<file path="config.mk">
export PLATFORM = sky130hd
export DESIGN_NAME = printer_line_formatter_unit
export DESIGN_NICKNAME = d
export VERILOG_FILES = /design/src/sv/plf_pkg.sv /design/src/sv/plf_front.sv /design/src/sv/plf_back.sv /design/src/sv/printer_line_formatter_unit.sv
export SDC_FILE = /design/constraint.sdc
export NUM_CORES = 2
export LEC_CHECK = 0
export ABC_AREA = 1
export BUFFER_PORTS_ARGS = -buffer_cell sky130_fd_sc_hd__clkbuf_2
export CORE_MARGIN = 2
export CORE_UTILIZATION = 60
export CTS_CLUSTER_DIAMETER = 100
export DETAILED_ROUTE_END_ITERATION = 7
export PLACE_DENSITY = 0.77
export SLEW_MARGIN = 30
export SYNTH_ARGS = -nofsm -noshare
export SYNTH_HDL_FRONTEND = slang
export SYNTH_SLANG_ARGS = --single-unit
</file>
<file path="constraint.sdc">
create_clock -name clk_i -period 14.2 [get_ports clk_i]
set_clock_uncertainty 0.2 [all_clocks]
set_input_delay 1.42 -clock clk_i [delete_from_list [all_inputs] [get_ports clk_i]]
set_output_delay 1.42 -clock clk_i [all_outputs]
set_load 0.1 [all_outputs]
</file>
<file path="src/sv/plf_pkg.sv">
// Package for the printer line formatter: shared constants and types.
// No dependencies.
package plf_pkg;

  localparam logic [1:0] OP_DATA  = 2'd0;
  localparam logic [1:0] OP_RSTP  = 2'd1;
  localparam logic [1:0] OP_WORD  = 2'd2;

  localparam logic [7:0] CH_SPACE = 8'd32;
  localparam logic [7:0] CH_BS    = 8'd8;
  localparam logic [7:0] CH_CR    = 8'd13;
  localparam logic [7:0] CH_LF    = 8'd10;
  localparam logic [7:0] CH_VT    = 8'd11;
  localparam logic [7:0] CH_NL    = 8'd10;

  typedef enum logic [2:0] {
    CMD_NONE  = 3'd0,
    CMD_PRINT = 3'd1,
    CMD_BS    = 3'd2,
    CMD_EOL   = 3'd3,
    CMD_RSTP  = 3'd4,
    CMD_WORD  = 3'd5
  } cmd_e;

  typedef struct packed {
    cmd_e       cmd;
    logic [7:0] ch;
  } cmd_t;

endpackage

</file>
<file path="src/sv/plf_front.sv">
// Front end: accepts input transactions, classifies them, queues commands.
// Depends on plf_pkg.
module plf_front (
  input  logic              clk_i,
  input  logic              rst_ni,
  input  logic              in_valid_i,
  output logic              in_ready_o,
  input  logic [1:0]        opcode_i,
  input  logic [7:0]        data_byte_i,
  output logic              cmd_valid_o,
  input  logic              cmd_ready_i,
  output plf_pkg::cmd_t     cmd_o
);
  import plf_pkg::*;

  localparam int Depth = 2;

  cmd_t       fifo_q [Depth];
  logic       wr_q, rd_q;
  logic [1:0] cnt_q;
  cmd_t       cls;
  logic       push, pop;

  always_comb begin
    cls.ch  = data_byte_i;
    cls.cmd = CMD_NONE;
    unique case (opcode_i)
      OP_DATA: begin
        if (data_byte_i == CH_CR || data_byte_i == CH_LF || data_byte_i == CH_VT) begin
          cls.cmd = CMD_EOL;
        end else if (data_byte_i == CH_BS) begin
          cls.cmd = CMD_BS;
        end else if (data_byte_i >= CH_SPACE) begin
          cls.cmd = CMD_PRINT;
        end
      end
      OP_RSTP: cls.cmd = CMD_RSTP;
      OP_WORD: cls.cmd = CMD_WORD;
      default: cls.cmd = CMD_NONE;
    endcase
  end

  assign in_ready_o  = (cnt_q != 2'(Depth));
  assign cmd_valid_o = (cnt_q != 2'd0);
  assign cmd_o       = fifo_q[rd_q];
  assign push        = in_valid_i && in_ready_o && (cls.cmd != CMD_NONE);
  assign pop         = cmd_valid_o && cmd_ready_i;

  always_ff @(posedge clk_i) begin
    if (push) begin
      fifo_q[wr_q] <= cls;
    end
  end

  always_ff @(posedge clk_i or negedge rst_ni) begin
    if (!rst_ni) begin
      wr_q  <= 1'b0;
      rd_q  <= 1'b0;
      cnt_q <= 2'd0;
    end else begin
      if (push) wr_q <= ~wr_q;
      if (pop)  rd_q <= ~rd_q;
      cnt_q <= cnt_q + 2'(push) - 2'(pop);
    end
  end

endmodule

</file>
<file path="src/sv/plf_back.sv">
// Back end: row store, cursor, line trim and packed line output.
// Depends on plf_pkg.
module plf_back #(
  parameter int RowWidth       = 120,
  parameter int BytesPerResult = 8
) (
  input  logic              clk_i,
  input  logic              rst_ni,
  input  logic              cmd_valid_i,
  output logic              cmd_ready_o,
  input  plf_pkg::cmd_t     cmd_i,
  output logic              out_valid_o,
  input  logic              out_ready_i,
  output logic [63:0]       chars_o,
  output logic [3:0]        char_count_o,
  output logic              last_o
);
  import plf_pkg::*;

  localparam int CW = $clog2(RowWidth + 1);
  localparam int IW = $clog2(RowWidth);
  localparam int BW = $clog2(BytesPerResult + 1);

  localparam logic [2:0] S_IDLE = 3'd0;
  localparam logic [2:0] S_SCAN = 3'd1;
  localparam logic [2:0] S_RD   = 3'd2;
  localparam logic [2:0] S_ACC  = 3'd3;
  localparam logic [2:0] S_OUT  = 3'd4;
  localparam logic [2:0] S_CLR  = 3'd5;

  logic [7:0]    mem_q [RowWidth];
  logic [7:0]    rdata_q;
  logic [2:0]    st_q, st_d;
  logic [CW-1:0] cur_q, cur_d;
  logic [CW-1:0] idx_q, idx_d;
  logic [IW-1:0] first_q, first_d, lastc_q, lastc_d;
  logic          found_q, found_d;
  logic [CW-1:0] left_q, left_d;
  logic [IW-1:0] ptr_q, ptr_d;
  logic          par_q, par_d, word_q, word_d;
  logic [63:0]   acc_q, acc_d;
  logic [BW-1:0] n_q, n_d;
  logic          nl_q, nl_d;
  logic          ov_q, ov_d;
  logic [63:0]   och_q, och_d;
  logic [3:0]    ocnt_q, ocnt_d;
  logic          olast_q, olast_d;
  logic          lout_q, lout_d;

  logic          we;
  logic [IW-1:0] waddr, raddr;
  logic [7:0]    wdata;
  logic [7:0]    byte_in;
  logic          full;

  assign cmd_ready_o  = (st_q == S_IDLE);
  assign out_valid_o  = ov_q;
  assign chars_o      = och_q;
  assign char_count_o = ocnt_q;
  assign last_o       = lout_q;

  always_ff @(posedge clk_i) begin
    if (we) begin
      mem_q[waddr] <= wdata;
    end
    rdata_q <= mem_q[raddr];
  end

  always_comb begin
    st_d = st_q; cur_d = cur_q; idx_d = idx_q; first_d = first_q; lastc_d = lastc_q;
    found_d = found_q; left_d = left_q; ptr_d = ptr_q; par_d = par_q; word_d = word_q;
    acc_d = acc_q; n_d = n_q; nl_d = nl_q; ov_d = ov_q; och_d = och_q; ocnt_d = ocnt_q;
    olast_d = olast_q; lout_d = lout_q;
    we = 1'b0; waddr = cur_q[IW-1:0]; wdata = cmd_i.ch; raddr = idx_q[IW-1:0];
    byte_in = nl_q ? CH_NL : rdata_q;
    full = (n_q == BW'(BytesPerResult));
    if (ov_q && out_ready_i) ov_d = 1'b0;
    unique case (st_q)
      S_IDLE: begin
        if (cmd_valid_i) begin
          unique case (cmd_i.cmd)
            CMD_PRINT: begin
              if (cur_q < CW'(RowWidth)) begin
                we = 1'b1;
                cur_d = cur_q + 1'b1;
              end
            end
            CMD_BS: if (cur_q != '0) cur_d = cur_q - 1'b1;
            CMD_RSTP: par_d = 1'b0;
            CMD_WORD: begin
              par_d = 1'b0;
              word_d = 1'b1;
            end
            CMD_EOL: begin
              idx_d = '0;
              found_d = 1'b0;
              st_d = S_SCAN;
            end
            default: ;
          endcase
        end
      end
      S_SCAN: begin
        raddr = idx_q[IW-1:0];
        if (idx_q != '0) begin
          if (rdata_q != CH_SPACE) begin
            if (!found_q) first_d = IW'(idx_q - 1'b1);
            lastc_d = IW'(idx_q - 1'b1);
            found_d = 1'b1;
          end
        end
        if (idx_q == CW'(RowWidth)) begin
          if (!found_d) begin
            idx_d = '0;
            st_d = S_CLR;
          end else begin
            left_d = CW'(lastc_d - first_d) + 1'b1;
            ptr_d = par_q ? lastc_d : first_d;
            acc_d = '0; n_d = '0; nl_d = 1'b0;
            st_d = S_RD;
          end
        end else begin
          idx_d = idx_q + 1'b1;
        end
      end
      S_RD: begin
        raddr = ptr_q;
        st_d = S_ACC;
      end
      S_ACC: begin
        if (!full) begin
          acc_d = acc_q | (64'(byte_in) << (8 * n_q));
          n_d = n_q + 1'b1;
          if (nl_q) begin
            st_d = S_OUT;
            nl_d = 1'b0;
            olast_d = 1'b1;
          end else begin
            left_d = left_q - 1'b1;
            ptr_d = par_q ? ptr_q - 1'b1 : ptr_q + 1'b1;
            if (left_q == CW'(1)) nl_d = 1'b1;
            if (n_q == BW'(BytesPerResult - 1)) begin
              st_d = S_OUT;
              olast_d = 1'b0;
            end else if (left_q != CW'(1)) begin
              st_d = S_RD;
            end
          end
        end
      end
      S_OUT: begin
        if (!ov_q || out_ready_i) begin
          ov_d = 1'b1;
          och_d = acc_q;
          ocnt_d = 4'(n_q);
          lout_d = olast_q;
          acc_d = '0;
          n_d = '0;
          if (olast_q) begin
            if (word_q) par_d = ~par_q;
            idx_d = '0;
            st_d = S_CLR;
          end else begin
            st_d = nl_q ? S_ACC : S_RD;
          end
        end
      end
      S_CLR: begin
        we = 1'b1;
        waddr = idx_q[IW-1:0];
        wdata = CH_SPACE;
        if (idx_q == CW'(RowWidth - 1)) begin
          cur_d = '0;
          st_d = S_IDLE;
        end else begin
          idx_d = idx_q + 1'b1;
        end
      end
      default: st_d = S_IDLE;
    endcase
  end

  always_ff @(posedge clk_i or negedge rst_ni) begin
    if (!rst_ni) begin
      st_q <= S_CLR; idx_q <= '0; cur_q <= '0; par_q <= 1'b0; word_q <= 1'b0;
      ov_q <= 1'b0; found_q <= 1'b0; nl_q <= 1'b0; n_q <= '0; olast_q <= 1'b0;
      lout_q <= 1'b0;
    end else begin
      st_q <= st_d; idx_q <= idx_d; cur_q <= cur_d; par_q <= par_d; word_q <= word_d;
      ov_q <= ov_d; found_q <= found_d; nl_q <= nl_d; n_q <= n_d; olast_q <= olast_d;
      lout_q <= lout_d;
    end
  end

  always_ff @(posedge clk_i) begin
    first_q <= first_d; lastc_q <= lastc_d; left_q <= left_d; ptr_q <= ptr_d;
    acc_q <= acc_d; och_q <= och_d; ocnt_q <= ocnt_d;
  end

endmodule

</file>
<file path="src/sv/printer_line_formatter_unit.sv">
// Printer line formatter: builds a text row from printer bytes and emits trimmed
// lines packed into words. A front end classifies bytes into a two-entry command
// queue; a back end owns the row memory. Printable, backspace and mode bytes are
// handled while the back end is idle. A line end scans the row, reads out each row
// byte and then the newline, emits each result once the previous one has been taken,
// and then clears the row; the same clearing pass runs after reset.
// Depends on plf_pkg.
module printer_line_formatter_unit #(
  parameter int ROW_WIDTH        = 120,
  parameter int BYTES_PER_RESULT = 8
) (
  input  logic        clk_i,
  input  logic        rst_ni,
  input  logic        in_valid_i,
  output logic        in_ready_o,
  input  logic [1:0]  opcode_i,
  input  logic [7:0]  data_byte_i,
  output logic        out_valid_o,
  input  logic        out_ready_i,
  output logic [63:0] chars_o,
  output logic [3:0]  char_count_o,
  output logic        last_o
);
  import plf_pkg::*;

  cmd_t cmd;
  logic cmd_valid, cmd_ready;

  plf_front u_front (
    .clk_i, .rst_ni, .in_valid_i, .in_ready_o, .opcode_i, .data_byte_i,
    .cmd_valid_o(cmd_valid), .cmd_ready_i(cmd_ready), .cmd_o(cmd)
  );

  plf_back #(.RowWidth(ROW_WIDTH), .BytesPerResult(BYTES_PER_RESULT)) u_back (
    .clk_i, .rst_ni, .cmd_valid_i(cmd_valid), .cmd_ready_o(cmd_ready), .cmd_i(cmd),
    .out_valid_o, .out_ready_i, .chars_o, .char_count_o, .last_o
  );

endmodule

</file>
== After elaboration in Yosys (flattened, before gate mapping) ==
Memory sizes are Yosys's and may differ from the RTL's. A register that Yosys moved wholly into a read port is not among the register bits.
Index checks and enable logic that the tools add are counted.

* Add/subtract/negate cells: 12
* Multipliers: 0
* Div/mod/pow operators: 0
* Order comparisons: 2
* Equal/unequal tests: 41
* Shifts and indexed selects: 1
* Muxes and demuxes: 95
* Bitwise gates (word level): 5
* Reduce and logical (&&, ||, !) cells: 33

{| class="wikitable"
|+ Operators by type and width
! kind !! number
|-
| $mux W64 || 4
|-
| $mux W7 || 30
|-
| $pmux W64 S3 || 1
|-
| $or A64 B64 Y64 || 1
|-
| $shl A8 B7 Y64 || 1
|-
| $pmux W7 S2 || 4
|-
| $mux W3 || 13
|-
| $eq A8 B4 Y1 const B || 4
|-
| $mux W1 || 29
|-
| $add A7 B1 Y7 const B || 4
|-
| $pmux W7 S4 || 1
|-
| $sub A7 B1 Y7 const B || 4
|-
| $pmux W3 S6 || 1
|-
| $mux W4 || 4
|-
| $mux W8 || 2
|-
| $ne A2 B1 Y1 const B || 8
|-
| $eq A7 B7 Y1 const B || 2
|-
| $reduce_and A7 Y1 || 2
|-
| $reduce_bool A7 Y1 || 2
|-
| $eq A3 B2 Y1 const B || 4
|-
| $eq A3 B3 Y1 const B || 4
|-
| $pmux W4 S3 || 1
|-
| $reduce_and A6 Y1 || 2
|-
| $reduce_bool A2 Y1 || 6
|-
| 34 further kinds || 55
|}

* Register bits after elaboration: 192
* Bits in latches: 0
* Bits in writable memories: 982
* Memory bits (read-only): 0
* Output and inout bits: 71
* Logic and storage cells: 212
* Memories kept: 2

{| class="wikitable"
|+ Memories
! memory !! depth !! bits a word !! read ports !! clocked after Yosys merged registers in !! wr ports !! RTL line !! text
|-
| u_back.mem_q || 120 || 8 || 1 || 1 || 1 || plf_back.sv:31 || <nowiki>logic [7:0] mem_q [RowWidth];</nowiki>
|-
| u_front.fifo_q || 2 || 11 || 1 || 0 || 1 || plf_front.sv:18 || <nowiki>cmd_t fifo_q [Depth];</nowiki>
|}

== Longest topological paths before layout ==
* Depth in word-level cells: 10
* Depth in mapped cells: 20
* Gate-level depth less buffers: 20

== Hierarchy ==
A second synthesis with hierarchy kept.

* Cell total of the unflattened synthesis: 5,187
* Area total of the unflattened synthesis: 52,809.4 um^2

{| class="wikitable"
|+ By module, submodules not included
! module !! instances !! cells an instance !! area each (um^2) !! seq. area each (um^2)
|-
| plf_back || 1 || 5,075 || 51,643.3 || 34,495.6
|-
| plf_front || 1 || 112 || 1,166.1 || 760.7
|}

== Worst setup path after synthesis ==
No wires, ideal clock.

* Kind: input to register
* From: input port out_ready_i
* To: register u_back.n_q[2]
* Data arrival time: 6.626 ns
* Required time: 13.879 ns
* Path slack: 7.253 ns
* Stages: 9
* Cells stage by stage: nor2_1 -> nor2_1 -> inv_1 -> o21ai_0 -> nand4_1 -> inv_1 -> nand3_1 -> nand2_1 -> nor2_1

* Longest elaborated chain between the ends: 3

{| class="wikitable"
|+ Ends and longest elaborated chain
! item !! RTL line !! text
|-
| start, declared || printer_line_formatter_unit.sv:19 || <nowiki>input logic out_ready_i,</nowiki>
|-
| $logic_or A1 B1 Y1 || plf_back.sv:152 || <nowiki>if (!ov_q || out_ready_i) begin</nowiki>
|-
| $ne A2 B1 Y1 (no line) || -- ||
|-
| $reduce_and A5 Y1 (no line) || -- ||
|-
| end signal, assigned || plf_back.sv:190 || <nowiki>ov_q <= ov_d; found_q <= found_d; nl_q <= nl_d; n_q <= n_d; olast_q <= olast_d;</nowiki>
|-
| end, declared || plf_back.sv:42 || <nowiki>logic [BW-1:0] n_q, n_d;</nowiki>
|}

Every way passes these cells.
A chain may end at the register's enable or synchronous reset.

== Worst setup path in the final report ==
* From: register u_back.st_q[2]
* To: register u_back.rdata_q[5] (read register of u_back.mem_q)

* Longest elaborated chain between the ends: 2

{| class="wikitable"
|+ Ends and longest elaborated chain
! item !! RTL line !! text
|-
| start, declared || plf_back.sv:33 || <nowiki>logic [2:0] st_q, st_d;</nowiki>
|-
| start signal, assigned || plf_back.sv:189 || <nowiki>st_q <= st_d; idx_q <= idx_d; cur_q <= cur_d; par_q <= par_d; word_q <= word_d;</nowiki>
|-
| $eq A3 B2 Y1 || plf_back.sv:78 || <nowiki>unique case (st_q)</nowiki>
|-
| $mux W7 || plf_back.sv:78 ||
|-
| end, declared || plf_back.sv:32 || <nowiki>logic [7:0] rdata_q;</nowiki>
|}

Every way passes these cells.

==> metrics.cfg <==
[detailed_routing]
route.detailed.drc = 0
met3WireLength_mm = 14.1
wl_met2_mm = 60.1
detailedRoute.firstPassIterationCount = 6
detailedRoute.firstIterationViolations = 4963
vias = 36000
finalWirelength_mm = 129
route.layer.met1.wl_mm = 49.1
route.top_layer_used = met4
routedWlPerCell_um = 20.3
vias_per_cell = 5.68
ant_nets = 0

[sta]
layout_min_cycle_time_ps = 5090
grt_setup_unrepaired = no
setup_total_negative_slack_ps = 0
finalSetupViolations = 0
hold_violations = 0
final.period_utilization = 0.358
finalMaxSlewViolations = 0
max-slew-margin-rel = 0.260
fmaxAchievable_ghz = 0.197
worstMarginPinSlew_ps = 1110

[worst_setup_path]
critical_path_peak_fanout = 192
worstSetupStartpoint = u_back.st_q[2]
critPathKind = reg -> reg
slowest_stage_cell_on_the_critical_path = sky130_fd_sc_hd__buf_4
crit-reg2reg-capture = u_back.rdata_q[5]
critical-path-max-stage-delay_ps = 770
worstPathRequired_ps = 14570
path_buf_inv = 3
critical_path_cell_by_cell = nor2_4 > nand2_4 > nand2_2 > buf_4 > nand2_8 > buf_4 > buf_12 > nand2_1 > nand3_1 > nand3_1 > nand3_1 > nand3_1 > nand3_1 > nand2_1 > nand2_1 > nand2_1
critical-path-top-cell-by-count = sky130_fd_sc_hd__nand3_1
kind_of_launch_point_of_the_worst_setup_path = flip-flop
r2r_cell_count = 16
worstPathArrival_ps = 5460
ff2ff_setup_slack_ps = 9110
timing.critical_path.max_delay_family = simple AND/OR/NAND/NOR gates
worstSetupEndpointType = flip-flop
crit-reg2reg-launch = u_back.st_q[2]

[cells_and_area]
layout-drive-gt1-share = 0.0635
area_delta_synth_final_pct = 9.34
finalNetCount = 5132
fill_cells = 6291
layout.area.seq_mm2 = 0.0353
multi_input_comb_area_mm2 = 0.0125

[power_and_ir_drop]
power_frac_clock = 0.240
p_sw_frac = 0.399
ir_drop_uv = 349
post-layout-total-power_w = 0.0123
power.net_switching_w = 0.00489
p_leak_nw = 23.7
pwr-share-seq = 0.388
combPwrFrac = 0.372
powerDensity_mw_per_mm2 = 214
cellInternalPower_w = 0.00737

[min_path]
cell_depth_of_the_worst_hold_path = 0
hold_path_endpoint = u_back.chars_o[6]
worstHoldPathType = reg -> reg
hold_path_startpoint = u_back.acc_q[6]

[yosys]
count_of_mapped_cells_out_of_synthesis = 5094
yosysWarnings = 0
ys_top_cells_by_area = sky130_fd_sc_hd__edfxtp_1, sky130_fd_sc_hd__nand3_1, sky130_fd_sc_hd__nand2_1
synth.lib_cells_used.distinct = 47
post_synth_edffs = 1142
post_synth_instance_area_mm2 = 0.0523
synth_sequential_area_ratio = 0.674
postSynth.asyncResetShare = 0.0271
synth_top_area_frac = 0.656
ys_dominant_reg_cell = sky130_fd_sc_hd__edfxtp_1
netlist.top_cell.by_area = sky130_fd_sc_hd__edfxtp_1
syn_area_per_cell_um2 = 10.3
synth.ff_latch_count = 1182
synthesis.nets = 5141

[clocking]
cts_tree = yes
htree_levels = 3
clk_pin_slew_worst_paths_ps = 60
cts_made_buffers = 114
cts.path.max_buffers = 3
post_cts.repair.setup_buffers = 0
cts_root_buffer = sky130_fd_sc_hd__clkbuf_16
clk-insertion-delay-late_ps = 700
number_of_buffers_added_to_fix_hold_violations_after_cts = 0
cts_num_sinks = 1182
total_of_cells_resized_after_clock_tree_synthesis = 0

[floorplan]
die_y_um = 299
starting_density_of_the_core = 0.604
die_width_um = 299
coreArea_mm2 = 0.0866
boundaryPins = 85
die-area_mm2 = 0.0896
standard_cell_row_count = 108

[grt]
grt_pass1_wl_mm = 198
overflow = 0
first_global_vias = 34400
groute.usage.overall = 0.287
antenna_found_initial = 1
grt_start_max_net_pins = 200

[placement]
gpl.final_weighted_congestion = 0.892
dp_hpwl_mm = 72.3
buffer_ports.inserted = 84

[run_status]
status = completed

[flow_run]
cap_violations = 0

-- Yosys cell counts (all sizes together) (8+ instances only) --
library cell,n
a21oi,91
nor3,15
ha,30
nand4,10
o211ai,29
nand2,1202
nand3,929
xor2,12
nor2,274
edfxtp,1142
inv,934
dfxtp,8
buf,171
or2,8
o21ai,83
clkbuf,76
dfrtp,30
-- routing by layer --
metal  vias to the layer above  track usage
met3                       337       0.0536
li1                      16700            -
met4                         0        0.115
met2                      2056        0.456
met5                         -            0
met1                     16900        0.396
-- worst max path at each step --
stage / endpoint / slack, ps / depth (start not counted)
5_1_grt: u_back.rdata_q[0] / 8890 / 14
6_report: u_back.rdata_q[5] / 9110 / 16
2_1_floorplan: u_back.n_q[2] / 7250 / 9
3_5_place_dp: u_back.rdata_q[0] / 9080 / 14
3_3_place_gp: u_back.rdata_q[5] / 9010 / 16
4_1_cts: u_back.rdata_q[6] / 9080 / 14
-- power groups by stage --
stage | Combinational (W) | Clock, W | Sequential [W]
floorplan | 0.00291 | 0 | 0.00499
global placement | 0.00434 | 0 | 0.00482
detailed placement | 0.00444 | 0 | 0.00482
CTS | 0.00448 | 0.00296 | 0.00475
global route | 0.00496 | 0.00308 | 0.00478
finish | 0.00457 | 0.00295 | 0.00476
-- per-stage QoR --
step / util / instances / cell area (um^2) / hold WS (ps) / setup slack (ps)
floorplan: - / 5094 / 52300 / 226 / 7250
global placement: 0.617 / 6123 / 53500 / 230 / 9010
detailed placement: 0.618 / 6124 / 53600 / 234 / 9080
CTS: 0.660 / 6334 / 57200 / 251 / 9080
global route: 0.660 / 6334 / 57200 / 260 / 8890
finish: 0.660 / 6335 / 57200 / 249 / 9110
-- cell type report --
type / count / area share
Clock buffer: 148 / 0.0532
Tap cell: 1155 / 0.0253
Timing Repair Buffer: 122 / 0.0140
Clock inverter: 62 / 0.0101
Antenna cell: 1 / 0.0000437
Inverter: 938 / 0.0619
Multi-Input combinational cell: 2727 / 0.219
Sequential cell: 1182 / 0.616
-- cells by family after synthesis --
| kind of cell | count (synthesis) | share of synthesized area |
|---|---|---|
| adders and majority gates | 33 | 0.00832 |
| and+or+nand+nor | 2446 | 0.201 |
| DFF | 1182 | 0.674 |
| AOI/OAI and AO/OA | 227 | 0.0243 |
| muxes | 2 | 0.000383 |
| buffers and inverters | 1185 | 0.0892 |
| xor gates and xnor gates | 19 | 0.00318 |
-- cells in the final DEF, fill, tap and decap left out, types with 7 or more instances in the layout --
master / instances
sky130_fd_sc_hd__xor2_1: 12
sky130_fd_sc_hd__bufinv_16: 8
sky130_fd_sc_hd__clkinv_1: 28
sky130_fd_sc_hd__ha_1: 30
sky130_fd_sc_hd__a21oi_1: 91
sky130_fd_sc_hd__nand4_1: 7
sky130_fd_sc_hd__clkinv_2: 19
sky130_fd_sc_hd__dfxtp_1: 8
sky130_fd_sc_hd__or2_2: 8
sky130_fd_sc_hd__xnor2_1: 7
sky130_fd_sc_hd__clkbuf_2: 83
sky130_fd_sc_hd__edfxtp_1: 1142
sky130_fd_sc_hd__nand3_1: 926
sky130_fd_sc_hd__nor2_1: 267
sky130_fd_sc_hd__buf_4: 26
sky130_fd_sc_hd__o21ai_0: 72
sky130_fd_sc_hd__inv_4: 7
sky130_fd_sc_hd__clkbuf_1: 28
sky130_fd_sc_hd__nor3_1: 15
sky130_fd_sc_hd__o211ai_1: 29
sky130_fd_sc_hd__nand2_1: 1196
sky130_fd_sc_hd__clkbuf_16: 114
sky130_fd_sc_hd__dfrtp_1: 30
sky130_fd_sc_hd__inv_1: 921
-- registers in the layout, indices dropped and copies added, names as in the netlist --
name	flops
u_back.rdata_q	8
u_back.last_o	1
u_front.rd_q	1
u_back.st_q	3
u_back.olast_q	1
u_back.cur_q	7
u_front.wr_q	1
u_back.nl_q	1
u_front.fifo_q	22
u_back.first_q	7
u_back.n_q	4
u_back.found_q	1
u_back.left_q	7
u_back.ptr_q	7
u_back.char_count_o	4
u_back.out_valid_o	1
u_back.chars_o	64
u_back.idx_q	7
u_back.lastc_q	7
u_back.mem_q	960
u_back.word_q	1
u_back.acc_q	64
u_back.par_q	1
u_front.cnt_q	2
Note: power is estimated with default switching activity, not from simulation.
